### config.mk
export PLATFORM = sky130hd
export DESIGN_NAME = integer_to_roman_numeral
export DESIGN_NICKNAME = d
export VERILOG_FILES = /design/src/rtl/itr_pkg.sv /design/src/rtl/itr_front.sv /design/src/rtl/itr_queue.sv /design/src/rtl/itr_back.sv /design/src/rtl/integer_to_roman_numeral.sv
export SDC_FILE = /design/constraint.sdc
export NUM_CORES = 1
export LEC_CHECK = 0
export BUFFER_PORTS_ARGS = -buffer_cell sky130_fd_sc_hd__clkbuf_2
export CORE_MARGIN = 1
export CORE_UTILIZATION = 46
export CTS_CLUSTER_SIZE = 30
export DETAILED_ROUTE_END_ITERATION = 10
export GPL_TIMING_DRIVEN = 0
export SLEW_MARGIN = 20
export SYNTH_ARGS = -nofsm -noshare
export SYNTH_HDL_FRONTEND = slang
export SYNTH_SLANG_ARGS = --single-unit
### constraint.sdc
create_clock -name clock -period 4.7 [get_ports clock]
set_input_delay 0.94 -clock clock [delete_from_list [all_inputs] [get_ports clock]]
set_output_delay 0.94 -clock clock [all_outputs]
set_load 0.03 [all_outputs]
### src/rtl/itr_pkg.sv
`timescale 1ns / 1ps

package itr_pkg;

   // Largest value that has a numeral
   localparam logic [11:0] MAX_VALUE = 12'd3999;

   // Queue between front and back
   localparam int QUEUE_DEPTH = 2;
   localparam int QUEUE_AW    = (QUEUE_DEPTH > 1) ? $clog2(QUEUE_DEPTH) : 1;

   // ASCII codes of the numeral letters
   localparam logic [7:0] CH_I       = 8'h49;
   localparam logic [7:0] CH_V       = 8'h56;
   localparam logic [7:0] CH_X       = 8'h58;
   localparam logic [7:0] CH_L       = 8'h4C;
   localparam logic [7:0] CH_C       = 8'h43;
   localparam logic [7:0] CH_D       = 8'h44;
   localparam logic [7:0] CH_M       = 8'h4D;
   localparam logic [7:0] ERR_SYMBOL = 8'h00;

   // Decimal places
   localparam logic [1:0] PLACE_UNIT = 2'd0;
   localparam logic [1:0] PLACE_TENS = 2'd1;
   localparam logic [1:0] PLACE_HUND = 2'd2;
   localparam logic [1:0] PLACE_THOU = 2'd3;

   // Rows of the digit step table
   localparam logic [1:0] ROW_THOU = 2'd0;
   localparam logic [1:0] ROW_HUND = 2'd1;
   localparam logic [1:0] ROW_TENS = 2'd2;

   // Multiples of each place weight, digit 0 to 9
   localparam logic [13:0] STEP_TABLE [0:2][0:9] = '{
      '{14'd0, 14'd1000, 14'd2000, 14'd3000, 14'd4000,
        14'd5000, 14'd6000, 14'd7000, 14'd8000, 14'd9000},
      '{14'd0, 14'd100, 14'd200, 14'd300, 14'd400,
        14'd500, 14'd600, 14'd700, 14'd800, 14'd900},
      '{14'd0, 14'd10, 14'd20, 14'd30, 14'd40,
        14'd50, 14'd60, 14'd70, 14'd80, 14'd90}
   };

   // One classified number as it waits in the queue
   typedef struct packed {
      logic       err;
      logic [1:0] thou;
      logic [3:0] hund;
      logic [3:0] tens;
      logic [3:0] unit;
   } itr_entry_type;

   // Queue status; the back end sees both flags, the front end the full flag
   typedef struct packed {
      logic full;
      logic empty;
   } itr_qstat_type;

   // Result of one digit extraction step
   typedef struct packed {
      logic [3:0]  digit;
      logic [11:0] rem;
   } itr_step_type;

   typedef enum logic [2:0] {
      FE_IDLE,
      FE_THOU,
      FE_HUND,
      FE_TENS,
      FE_PUSH
   } itr_fe_state_type;

   // Which letter of a place a character uses
   typedef enum logic [1:0] {
      SEL_ONE,
      SEL_FIVE,
      SEL_TEN
   } itr_sel_type;

   // Peel one decimal digit off rem by parallel compares against its multiples
   function automatic itr_step_type step_digit(input logic [11:0] rem,
                                               input logic [1:0]  row);
      itr_step_type r;
      logic [13:0]  sub;
      r.digit = '0;
      sub     = '0;
      for (int k = 1; k < 10; k++) begin
         if ({2'b00, rem} >= STEP_TABLE[row][k]) begin
            r.digit = 4'(k);
            sub     = STEP_TABLE[row][k];
         end
      end
      r.rem = 12'({2'b00, rem} - sub);
      return r;
   endfunction

   // Number of characters a digit takes
   function automatic logic [2:0] digit_len(input logic [3:0] d);
      logic [2:0] n;
      unique case (d)
         4'd0:                      n = 3'd0;
         4'd1, 4'd5:                n = 3'd1;
         4'd2, 4'd4, 4'd6, 4'd9:    n = 3'd2;
         4'd3, 4'd7:                n = 3'd3;
         4'd8:                      n = 3'd4;
         default:                   n = 3'd0;
      endcase
      return n;
   endfunction

   // Letter kind at position i of a digit
   function automatic itr_sel_type digit_sel(input logic [3:0] d, input logic [1:0] i);
      itr_sel_type s;
      if (d == 4'd9) begin
         s = (i == 2'd0) ? SEL_ONE : SEL_TEN;
      end else if (d == 4'd4) begin
         s = (i == 2'd0) ? SEL_ONE : SEL_FIVE;
      end else if (d >= 4'd5) begin
         s = (i == 2'd0) ? SEL_FIVE : SEL_ONE;
      end else begin
         s = SEL_ONE;
      end
      return s;
   endfunction

   // ASCII letter for a place and letter kind
   function automatic logic [7:0] place_char(input logic [1:0] place, input itr_sel_type s);
      logic [7:0] c;
      c = CH_M;
      unique case (place)
         PLACE_UNIT: c = (s == SEL_ONE) ? CH_I : (s == SEL_FIVE) ? CH_V : CH_X;
         PLACE_TENS: c = (s == SEL_ONE) ? CH_X : (s == SEL_FIVE) ? CH_L : CH_C;
         PLACE_HUND: c = (s == SEL_ONE) ? CH_C : (s == SEL_FIVE) ? CH_D : CH_M;
         PLACE_THOU: c = CH_M;
         default:    c = CH_M;
      endcase
      return c;
   endfunction

endpackage

### src/rtl/itr_front.sv
`timescale 1ns / 1ps

module itr_front (
   input  logic                   clock,
   input  logic                   reset,
   input  logic                   start,
   output logic                   busy,
   input  logic [11:0]            req_value,
   output logic                   push_valid,
   output itr_pkg::itr_entry_type push_entry,
   input  logic                   queue_full
);
   import itr_pkg::*;

   itr_fe_state_type state_ff, state_in;
   logic [11:0]      rem_ff, rem_in;
   itr_entry_type    entry_ff, entry_in;
   itr_step_type     step;

   // Hold state
   always_ff @(posedge clock) begin
      if (reset) begin
         state_ff <= FE_IDLE;
      end else begin
         state_ff <= state_in;
      end
   end

   // Payload registers
   always_ff @(posedge clock) begin
      rem_ff   <= rem_in;
      entry_ff <= entry_in;
   end

   // Classify the transaction, then peel digits one place per cycle
   always_comb begin
      state_in   = state_ff;
      rem_in     = rem_ff;
      entry_in   = entry_ff;
      step       = '0;
      busy       = (state_ff != FE_IDLE);
      push_valid = 1'b0;
      unique case (state_ff)
         FE_IDLE: begin
            if (start) begin
               if (req_value > MAX_VALUE) begin
                  entry_in     = '0;
                  entry_in.err = 1'b1;
                  state_in     = FE_PUSH;
               end else if (req_value != 12'd0) begin
                  entry_in = '0;
                  rem_in   = req_value;
                  state_in = FE_THOU;
               end
            end
         end
         FE_THOU: begin
            step          = step_digit(rem_ff, ROW_THOU);
            entry_in.thou = step.digit[1:0];
            rem_in        = step.rem;
            state_in      = FE_HUND;
         end
         FE_HUND: begin
            step          = step_digit(rem_ff, ROW_HUND);
            entry_in.hund = step.digit;
            rem_in        = step.rem;
            state_in      = FE_TENS;
         end
         FE_TENS: begin
            step          = step_digit(rem_ff, ROW_TENS);
            entry_in.tens = step.digit;
            entry_in.unit = step.rem[3:0];
            rem_in        = step.rem;
            state_in      = FE_PUSH;
         end
         FE_PUSH: begin
            push_valid = 1'b1;
            if (!queue_full) begin
               state_in = FE_IDLE;
            end
         end
         default: state_in = FE_IDLE;
      endcase
   end

   assign push_entry = entry_ff;

endmodule

### src/rtl/itr_queue.sv
`timescale 1ns / 1ps

module itr_queue (
   input  logic                   clock,
   input  logic                   reset,
   input  logic                   push,
   input  itr_pkg::itr_entry_type push_entry,
   input  logic                   pop,
   output itr_pkg::itr_entry_type head,
   output itr_pkg::itr_qstat_type status
);
   import itr_pkg::*;

   itr_entry_type       mem_ff [QUEUE_DEPTH];
   logic [QUEUE_AW-1:0] wr_ptr_ff, wr_ptr_in;
   logic [QUEUE_AW-1:0] rd_ptr_ff, rd_ptr_in;
   logic [QUEUE_AW:0]   count_ff, count_in;
   logic                push_fire, pop_fire;

   assign status.full  = (count_ff == (QUEUE_AW+1)'(QUEUE_DEPTH));
   assign status.empty = (count_ff == '0);
   assign push_fire    = push && !status.full;
   assign pop_fire     = pop && !status.empty;
   assign head         = mem_ff[rd_ptr_ff];

   // Advance pointers and count
   always_comb begin
      wr_ptr_in = wr_ptr_ff;
      rd_ptr_in = rd_ptr_ff;
      count_in  = count_ff;
      if (push_fire) begin
         wr_ptr_in = (wr_ptr_ff == QUEUE_AW'(QUEUE_DEPTH - 1)) ? '0 : wr_ptr_ff + 1'b1;
      end
      if (pop_fire) begin
         rd_ptr_in = (rd_ptr_ff == QUEUE_AW'(QUEUE_DEPTH - 1)) ? '0 : rd_ptr_ff + 1'b1;
      end
      if (push_fire && !pop_fire) begin
         count_in = count_ff + 1'b1;
      end else if (pop_fire && !push_fire) begin
         count_in = count_ff - 1'b1;
      end
   end

   always_ff @(posedge clock) begin
      if (reset) begin
         wr_ptr_ff <= '0;
         rd_ptr_ff <= '0;
         count_ff  <= '0;
      end else begin
         wr_ptr_ff <= wr_ptr_in;
         rd_ptr_ff <= rd_ptr_in;
         count_ff  <= count_in;
      end
   end

   // Store entries
   always_ff @(posedge clock) begin
      if (push_fire) begin
         mem_ff[wr_ptr_ff] <= push_entry;
      end
   end

endmodule

### src/rtl/itr_back.sv
`timescale 1ns / 1ps

module itr_back (
   input  logic                   clock,
   input  logic                   reset,
   input  itr_pkg::itr_entry_type head,
   input  itr_pkg::itr_qstat_type status,
   output logic                   pop,
   output logic                   rsp_valid,
   output logic [7:0]             rsp_symbol,
   output logic                   rsp_last,
   output logic                   rsp_out_of_range
);
   import itr_pkg::*;

   logic          active_ff, active_in;
   itr_entry_type cur_ff, cur_in;
   logic [1:0]    place_ff, place_in;
   logic [1:0]    idx_ff, idx_in;
   logic          valid_ff, valid_in;
   logic [7:0]    symbol_ff, symbol_in;
   logic          last_ff, last_in;
   logic          oor_ff, oor_in;

   logic [3:0]    digit;
   logic [2:0]    len;
   logic          lower_zero;
   logic          at_end;
   logic          is_last;

   // Pick the digit of the current place
   always_comb begin
      digit      = cur_ff.unit;
      lower_zero = 1'b1;
      unique case (place_ff)
         PLACE_THOU: begin
            digit      = {2'b00, cur_ff.thou};
            lower_zero = (cur_ff.hund == 4'd0) && (cur_ff.tens == 4'd0)
                         && (cur_ff.unit == 4'd0);
         end
         PLACE_HUND: begin
            digit      = cur_ff.hund;
            lower_zero = (cur_ff.tens == 4'd0) && (cur_ff.unit == 4'd0);
         end
         PLACE_TENS: begin
            digit      = cur_ff.tens;
            lower_zero = (cur_ff.unit == 4'd0);
         end
         PLACE_UNIT: begin
            digit      = cur_ff.unit;
            lower_zero = 1'b1;
         end
         default: begin
            digit      = cur_ff.unit;
            lower_zero = 1'b1;
         end
      endcase
      len     = digit_len(digit);
      at_end  = (({1'b0, idx_ff} + 3'd1) == len);
      is_last = at_end && lower_zero;
   end

   // Pop an entry when free, then emit one character per cycle, but none while a zero digit is skipped
   always_comb begin
      active_in = active_ff;
      cur_in    = cur_ff;
      place_in  = place_ff;
      idx_in    = idx_ff;
      valid_in  = 1'b0;
      symbol_in = symbol_ff;
      last_in   = last_ff;
      oor_in    = oor_ff;
      pop       = 1'b0;
      if (!active_ff) begin
         if (!status.empty) begin
            pop       = 1'b1;
            cur_in    = head;
            place_in  = PLACE_THOU;
            idx_in    = 2'd0;
            active_in = 1'b1;
         end
      end else if (cur_ff.err) begin
         valid_in  = 1'b1;
         symbol_in = ERR_SYMBOL;
         last_in   = 1'b1;
         oor_in    = 1'b1;
         active_in = 1'b0;
      end else if (len == 3'd0) begin
         // skip a zero digit
         idx_in = 2'd0;
         if (place_ff == PLACE_UNIT) begin
            active_in = 1'b0;
         end else begin
            place_in = place_ff - 1'b1;
         end
      end else begin
         valid_in  = 1'b1;
         symbol_in = place_char(place_ff, digit_sel(digit, idx_ff));
         last_in   = is_last;
         oor_in    = 1'b0;
         if (!at_end) begin
            idx_in = idx_ff + 1'b1;
         end else begin
            idx_in = 2'd0;
            if (is_last || place_ff == PLACE_UNIT) begin
               active_in = 1'b0;
            end else begin
               place_in = place_ff - 1'b1;
            end
         end
      end
   end

   always_ff @(posedge clock) begin
      if (reset) begin
         active_ff <= 1'b0;
         valid_ff  <= 1'b0;
      end else begin
         active_ff <= active_in;
         valid_ff  <= valid_in;
      end
   end

   always_ff @(posedge clock) begin
      cur_ff    <= cur_in;
      place_ff  <= place_in;
      idx_ff    <= idx_in;
      symbol_ff <= symbol_in;
      last_ff   <= last_in;
      oor_ff    <= oor_in;
   end

   assign rsp_valid        = valid_ff;
   assign rsp_symbol       = symbol_ff;
   assign rsp_last         = last_ff;
   assign rsp_out_of_range = oor_ff;

endmodule

### src/rtl/integer_to_roman_numeral.sv
`timescale 1ns / 1ps

// Converts a 12-bit unsigned value into its Roman numeral, one ASCII character per
// rsp_valid strobe, thousands first, rsp_last on the final character. Pulse start
// with req_value while busy is low; zero yields no characters and a value above 3999
// yields a single strobe with rsp_out_of_range and rsp_last set and symbol 0. The
// strobe cannot be held off, so the receiver must take every character on the cycle
// it appears. The front end keeps busy high after each value from 1 to 3999 while
// it runs three digit-extraction steps and a push into a two-entry queue, and
// after a value above 3999 for the push alone, longer if the queue is full; a zero
// value leaves busy low. The back end pops a number, then emits its characters in
// turn and skips each zero digit ahead of the final character (the longest numeral,
// MMMDCCCLXXXVIII, is 15 characters); the slower of the two ends sets the
// sustained rate. Its first character leaves the output registers after the pop
// loads the entry and any leading zero digits are skipped.
module integer_to_roman_numeral (
   input  logic        clock,
   input  logic        reset,
   input  logic        start,
   output logic        busy,
   input  logic [11:0] req_value,
   output logic        rsp_valid,
   output logic [7:0]  rsp_symbol,
   output logic        rsp_last,
   output logic        rsp_out_of_range
);
   import itr_pkg::*;

   logic          push_valid;
   itr_entry_type push_entry;
   itr_entry_type head;
   itr_qstat_type qstat;
   logic          pop;

   itr_front u_front (
      .clock      (clock),
      .reset      (reset),
      .start      (start),
      .busy       (busy),
      .req_value  (req_value),
      .push_valid (push_valid),
      .push_entry (push_entry),
      .queue_full (qstat.full)
   );

   itr_queue u_queue (
      .clock      (clock),
      .reset      (reset),
      .push       (push_valid),
      .push_entry (push_entry),
      .pop        (pop),
      .head       (head),
      .status     (qstat)
   );

   itr_back u_back (
      .clock            (clock),
      .reset            (reset),
      .head             (head),
      .status           (qstat),
      .pop              (pop),
      .rsp_valid        (rsp_valid),
      .rsp_symbol       (rsp_symbol),
      .rsp_last         (rsp_last),
      .rsp_out_of_range (rsp_out_of_range)
   );

   // An error transaction is one terminal character with a null symbol
   assert property (@(posedge clock) disable iff (reset)
      rsp_valid && rsp_out_of_range |-> rsp_last && (rsp_symbol == ERR_SYMBOL))
      else $error("out-of-range result malformed");

   // Normal characters are numeral letters only
   assert property (@(posedge clock) disable iff (reset)
      rsp_valid && !rsp_out_of_range |->
         (rsp_symbol == CH_I) || (rsp_symbol == CH_V) || (rsp_symbol == CH_X) ||
         (rsp_symbol == CH_L) || (rsp_symbol == CH_C) || (rsp_symbol == CH_D) ||
         (rsp_symbol == CH_M))
      else $error("symbol is not a numeral letter");

   // A zero value leaves the front end free on the next cycle
   assert property (@(posedge clock) disable iff (reset)
      start && !busy && (req_value == 12'd0) |=> !busy)
      else $error("zero value made the front end busy");

   // The queue is never both full and empty
   assert property (@(posedge clock) disable iff (reset)
      !(qstat.full && qstat.empty))
      else $error("queue status inconsistent");

   // Popping only happens from a non-empty queue
   assert property (@(posedge clock) disable iff (reset)
      pop |-> !qstat.empty)
      else $error("pop from empty queue");

endmodule
---- Word-level counts from Yosys, hierarchy flattened ----
Memories as Yosys holds them, arrays and structs flattened. A register that Yosys moved wholly into a read port is not among the register bits.
Cells that the tools add are included.
storage, ports and cells
  ROM bits ................................ 48
  memories ................................ 2
  memory bits (writable) .................. 30
  bits in registers ....................... 50
  bits in latches ......................... 0
memories
  name              depth  bits a word  rd ports  clocked after Yosys merged registers in  wr ports  RTL line         source
  (name not given)  16     3            1         0                                        0         itr_pkg.sv:99    unique case (d)
  u_queue.mem_ff    2      15           1         1                                        1         itr_queue.sv:14  itr_entry_type mem_ff [QUEUE_DEPTH];
operators by class
  multipliers ............................. 0
  magnitude comparators ................... 25
  multiplexer cells ....................... 114
  div/mod/pow operators ................... 0
  bitwise gates (word level) .............. 2
  add/subtract/negate cells ............... 10
  eq/ne operators ......................... 23
  shift operators ......................... 0
  reductions and logical operators ........ 41
operators with widths
  cell                                                                  number
  2-to-1 mux 12 bit                                                     9
  greater-or-equal comparator 12 x 10 -> 1 bit (second input constant)  5
  2-to-1 mux 2 bit                                                      29
  2-to-1 mux 10 bit                                                     5
  greater-or-equal comparator 12 x 7 -> 1 bit (second input constant)   4
  case mux 12 bit (4 select lines)                                      1
  2-to-1 mux 8 bit                                                      5
  greater-or-equal comparator 12 x 6 -> 1 bit (second input constant)   3
  greater-or-equal comparator 12 x 9 -> 1 bit (second input constant)   3
  2-to-1 mux 3 bit                                                      12
  subtractor 12 bit                                                     3
  2-to-1 mux 4 bit                                                      8
  case mux 8 bit (4 select lines)                                       1
  2-to-1 mux 14 bit                                                     2
  2-to-1 mux 7 bit                                                      4
  2-to-1 mux 9 bit                                                      3
  greater-or-equal comparator 12 bit (second input constant)            2
  greater-or-equal comparator 12 x 5 -> 1 bit (second input constant)   2
  2-to-1 mux 1 bit                                                      22
  2-to-1 mux 6 bit                                                      3
  case mux 4 bit (4 select lines)                                       1
  case mux 8 bit (2 select lines)                                       1
  2-to-1 mux 15 bit                                                     1
  case mux 3 bit (5 select lines)                                       1
  other kinds (43)                                                      85

---- Longest topological paths before layout ----
  depth in word-level cells ............... 14
  mapped depth ............................ 17
  gate-level depth less buffers ........... 16

---- Hierarchy ----
Synthesis repeated with hierarchy kept, for this count alone.
second synthesis, totals
  cell total of the unflattened synthesis .. 526
  area total of the unflattened synthesis .. 5637.9 um^2
modules (own cells, without submodules)
  module     area each (um^2)  times used  cells an instance  sequential area each (um^2)
  itr_front  2758.9            1           327                870.8
  itr_back   1581.5            1           127                850.8
  itr_queue  1297.5            1           72                 1001.0

---- Worst setup path before layout ----
OpenSTA, ideal clock, no wires.
  path type ............................... flip-flop to flip-flop
  start point ............................. reg u_front.rem_ff[8]
  end point ............................... reg u_front.rem_ff[9], data pin
  arrival time ............................ 3.229 ns
  clock period less this slack ............ 3.496 ns
  library setup time ...................... 0.267 ns
  path buffers ............................ 0
  slack ................................... 1.204 ns
  required time ........................... 4.433 ns
  stages on the path, launching flop included .. 15
  path through ............................ edfxtp_1 -> or4_1 -> nor2_1 -> nand2_1 -> o31ai_1 -> ha_1 -> inv_1 -> fa_1 -> a21o_1 -> a21o_1 -> a21oi_1 -> o21ai_0 -> xnor2_1 -> a22oi_1 -> o21ai_0
on the way
  cells in the longest elaborated chain, start to end .. 13
  elaborated cells on any way between the ends .. 53
ends and longest elaborated chain
  item                                                                                                        RTL line         source
  start: declaration                                                                                          itr_front.sv:16  logic [11:0] rem_ff, rem_in;
  start signal: assignment                                                                                    itr_front.sv:31  rem_ff <= rem_in;
  greater-or-equal comparator 12 x 4 -> 1 bit or greater-or-equal comparator 12 x 7 -> 1 bit (tied branches)  itr_pkg.sv:87    if ({2'b00, rem} >= STEP_TABLE[row][k]) begin
  2-to-1 mux 4 bit or 2-to-1 mux 7 bit (tied branches)                                                        itr_pkg.sv:87
  2-to-1 mux 5 bit or 2-to-1 mux 8 bit (tied branches)                                                        itr_pkg.sv:87
  2-to-1 mux 5 bit or 2-to-1 mux 9 bit (tied branches)                                                        itr_pkg.sv:87
  2-to-1 mux 6 bit or 2-to-1 mux 9 bit (tied branches) (2 in series)                                          itr_pkg.sv:87
  2-to-1 mux 6 bit or 2-to-1 mux 10 bit (tied branches)                                                       itr_pkg.sv:87
  2-to-1 mux 7 bit or 2-to-1 mux 10 bit (tied branches) (3 in series)                                         itr_pkg.sv:87
  2-to-1 mux 12 bit                                                                                           itr_front.sv:43  unique case (state_ff)
  subtractor 12 bit                                                                                           itr_pkg.sv:92    r.rem = 12'({2'b00, rem} - sub);
  case mux 12 bit (4 select lines) (*)                                                                        itr_front.sv:43
  named net u_front.rem_in[9]                                                                                 itr_front.sv:16
Mark *: on every way through the listed nets, which the timed path passes. The rest lies on a longest branch. The select of a mux whose other input is x is not followed.
A chain may end at the register's enable or synchronous reset.

---- Final worst setup path ----
  start point ............................. reg u_front.rem_ff[5]
  end point ............................... reg u_front.rem_ff[11], data pin
Same word-level chain as after synthesis.

==> PnR_summary.wiki <==
{| class="wikitable"
! Metric !! Value
|-
| Fraction of synthesis flops using an asynchronous set or reset pin || 0%
|-
| Die outline height || around 110 um
|-
| Final layout net count || 612
|-
| Mean number of vias per cell || around 5.7
|-
| Required arrival time at the worst endpoint || between 4000 and 5000 ps
|-
| Post-synthesis instance total || between 500 and 600
|-
| Kind of end point of the critical path || flop
|-
| Worst-case clock buffer depth || 2
|-
| Total negative slack || 0 ps
|-
| Storage element area || between 0.002 and 0.003 mm2
|-
| Maximum frequency from static timing analysis || about 0.23 GHz
|-
| Clock Tree Root || clkbuf_16
|-
| Clock network fraction of total power || around 18%
|-
| Post-Layout Cell Count || 721
|-
| Gr ovfl total || 0
|-
| Slew Limit Headroom || 30.5%
|-
| Via count of the first global-routing pass || 4077
|-
| Antenna violations before repair || 0
|-
| Number of hold buffers added after CTS || 0
|-
| Slew Limit Fails || 0
|-
| Critical-path maximum fanout || 10
|-
| Area fraction in compound gates after synthesis || between 10% and 20%
|-
| Top flip-flop cell by instance count after synthesis || edfxtp_1
|-
| Library cells used by synthesis || between 70 and 80
|-
| Final setup violation count || 0
|-
| Net switching share of the total power || ~42%
|-
| Detailed placer's ending HPWL || ~10 mm
|-
| Power spent charging and discharging nets || about 1.8 mW
|-
| Violations in the final reports || design-rule violations
|-
| Number of fill cells in the layout || roughly 1000
|-
| # Max-Cap Violations || 0
|-
| Data arrival time of the critical path || between 4000 and 5000 ps
|-
| Count of routing violations after the opening detailed-route iteration || 314
|-
| Finished Core Util || 53.3%
|-
| Combinational family with the most area after synthesis || compound AO/OA/AOI/OAI gates
|-
| Number of H-tree levels || 3
|-
| Gate power share || roughly half
|-
| TritonCTS clock tree || done
|-
| Die extent in x || roughly 110 um
|-
| Fraction of the mapped netlist area in simple logic gates || approximately 17%
|-
| Largest net degree at the start of global routing || 18
|-
| Xor/xnor share of the synthesized area || ~2.7%
|-
| Number of setup buffers added after CTS || 0
|-
| Area used by multi-input combinational logic || about 0.0026 mm2
|-
| Final Worst Setup Slack || 389 ps
|-
| Worst-path clk slew || about 70 ps
|-
| Quantity of I/O buffers inserted on ports || 23
|-
| Area of the mapped netlist || 0.00554 mm2
|-
| Via count || 4140
|-
| Fraction of synthesized area in multiplexers || approximately 3.6%
|-
| Initial Util || roughly 48%
|-
| Maximum vdd drop || about 0.00046 V
|-
| Startpoint kind of the worst setup timing path || flop
|-
| Area growth from synthesis to final layout || 11.2%
|-
| Library cell occupying the most area in the post-synthesis netlist || edfxtp_1
|-
| Number of synthesized register bits || between 90 and 100
|-
| Fin crit period || approximately 4300 ps
|-
| Post-detailed-routing wire length || 12.4 mm
|-
| Number of endpoints with negative hold slack in the final report || 0
|-
| Wire length of the first global-routing pass || 20.2 mm
|-
| DRC || 1
|-
| Worst setup skew after layout || about 9.9 ps
|-
| Num CTS Buffers || 9
|-
| Finished Cell Area || 0.00616 mm2
|-
| Placeable core area || about 0.012 mm2
|-
| Gr usage total || a little over a fifth
|-
| WS Path Type || flop to flop
|-
| Power density over the cells || ~690 mW/mm2
|-
| Antenna Diode Count || 0
|-
| Cell-internal power || between 2 and 2.5 mW
|-
| Number of synthesized flops with an enable pin || 84
|-
| Number of gates resized after CTS || 0
|-
| Place WS || 420 ps
|-
| Post-Synth Adder-Cell Area || under 10%
|-
| RSZ-0062 raised after global routing || false
|-
| Average wire per standard cell || between 15 and 20 um
|-
| Number of rows created at floorplan || 39
|-
| Total number of yosys warnings || 0
|-
| Transition time of the tightest slew-check pin || 1040 ps
|-
| Count of placed standard cells including taps || a little over 700
|-
| Leakage || 2.27 nW
|-
| Post-synth top area share || roughly 46%
|-
| Top post-synthesis cells by area || edfxtp_1, ha_1, o21ai_0
|-
| Fraction of power consumed by sequential logic || 31.8%
|-
| Fraction of layout instances using a drive strength above 1 || about 15%
|-
| Cell area reported after detailed placement || around 0.0059 mm2
|-
| Number of sinks driven by the clock tree || between 90 and 100
|-
| Antenna Violating Nets Remaining || 0
|-
| Share of the cycle needed by the critical path after routing || between 90% and 100%
|-
| Synthesized area per cell || around 10 um2
|-
| Final weighted congestion in routability-driven placement || approximately 0.95
|-
| Hold Path Class || flop to flop
|-
| Total iterations of the first detailed-routing run || 10
|-
| Number of ports placed on the die boundary || 27
|-
| Clk Latency, worst-skew pair || roughly 350 ps
|-
| Outcome || complete, but fails checks
|-
| Area of the die || ~0.012 mm2
|-
| Sequential element share of the synthesized area || about 49%
|}
==> cell type report <==
type	instances	share of cell area, %
clock buffers	10	3.71
well taps	143	2.90
clock inverters	6	1.22
multi-input cells	387	42.1
inverters	24	1.46
plain buffers	33	2.68
flip-flops and latches	93	43.8
repair buffers	25	2.11
==> worst paths after layout <==
path | endpoint | cells after the start | slack [ps] | start
setup reg to reg | u_front.rem_ff[11]$_DFFE_PP_ | 15 | 390 | u_front.rem_ff[5]$_DFFE_PP_
setup / recovery | u_front.rem_ff[11]$_DFFE_PP_ | 15 | 390 | u_front.rem_ff[5]$_DFFE_PP_
hold reg to reg | u_queue.mem_ff[0][2]$_DFFE_PP_ | 0 | 440 | u_front.push_entry[2]$_SDFFCE_PN0P_
hold / removal | u_queue.mem_ff[0][2]$_DFFE_PP_ | 0 | 440 | u_front.push_entry[2]$_SDFFCE_PN0P_
==> metrics by stage <==
step | hold slack, ps | total power [mW]
CTS | 444 | 4.24
finish | 441 | 4.24
detailed placement | 434 | 3.49
global route | 448 | 4.55
global placement | 422 | 3.46
floorplan | 421 | 2.96
==> critical path, stage by stage, from the launching register on <==
cell and delay (ps):
edfxtp_1 380, clkbuf_1 350, clkbuf_1 350, o21ai_0 360, o31a_1 330, o21ai_0 320, a21o_1 240, inv_1 70
ha_1 260, nor2b_1 130, o21ai_0 240, a21boi_0 120, o21ai_0 340, a211oi_1 170, or4_1 410, nand3_1 90
==> cell families (layout without fill, tap and decap cells) <==
family,after synthesis,count (layout)
other,1,2
and+or+nand+nor,173,173
buffers and inverters,57,98
DFF,93,93
muxes,18,18
AOI/OAI and AO/OA,153,153
adders and majority gates,24,24
xor gates and xnor gates,17,17
==> cells in the mapped netlist, types with 9 or more instances <==
master / count
o21ai_0: 39
mux2_2: 15
edfxtp_1: 84
nor3_1: 15
inv_1: 24
xnor2_1: 11
nor2b_1: 11
dfxtp_1: 9
a21oi_1: 35
nand2_1: 32
nor4_1: 12
ha_1: 22
clkbuf_1: 21
nor2_1: 43
nand2b_1: 10
==> state kept, by name, summed over array words and instances, names as in the netlist <==
name and count:
u_back.rsp_last 1, u_back.idx_ff 2, u_queue.rd_ptr_ff 1, u_front.rem_ff 12, u_back.active_ff 1, u_queue.wr_ptr_ff 1, u_front.state_ff 3, u_queue.count_ff 2
u_back.cur_ff 15, u_back.place_ff 2, u_front.push_entry 15, u_queue.mem_ff 30, u_back.rsp_out_of_range 1, u_back.rsp_valid 1, u_back.rsp_symbol 6
==> power by group through the flow <==
stage                     combinational (mW)  sequential, mW  clock [mW]
after detailed placement                2.13            1.36           0
after global placement                  2.10            1.36           0
after floorplan                         1.61            1.35           0
after CTS                               2.14            1.35       0.762
final                                   2.14            1.35       0.750
after global routing                    2.39            1.37       0.792
==> metal layers <==
metal | share of wire (%) | global-route usage, % | up-vias
li1 | - | - | 2082
met2 | 52 | 37.6 | 78
met4 | 3.6 | 11.4 | 0
met5 | 0 | 0 | -
met1 | 42 | 24.3 | 1951
met3 | 3.1 | 3.70 | 29
==> placed cells by master, fill, tap and decap left out, types with 12 or more instances in the layout <==
cell	n
nor2_1	43
nor4_1	12
inv_1	24
a21oi_1	35
clkbuf_2	24
edfxtp_1	84
ha_1	22
clkbuf_1	22
mux2_2	15
nand2_1	32
o21ai_0	39
nor3_1	14
(Power assumes the default switching activity.)
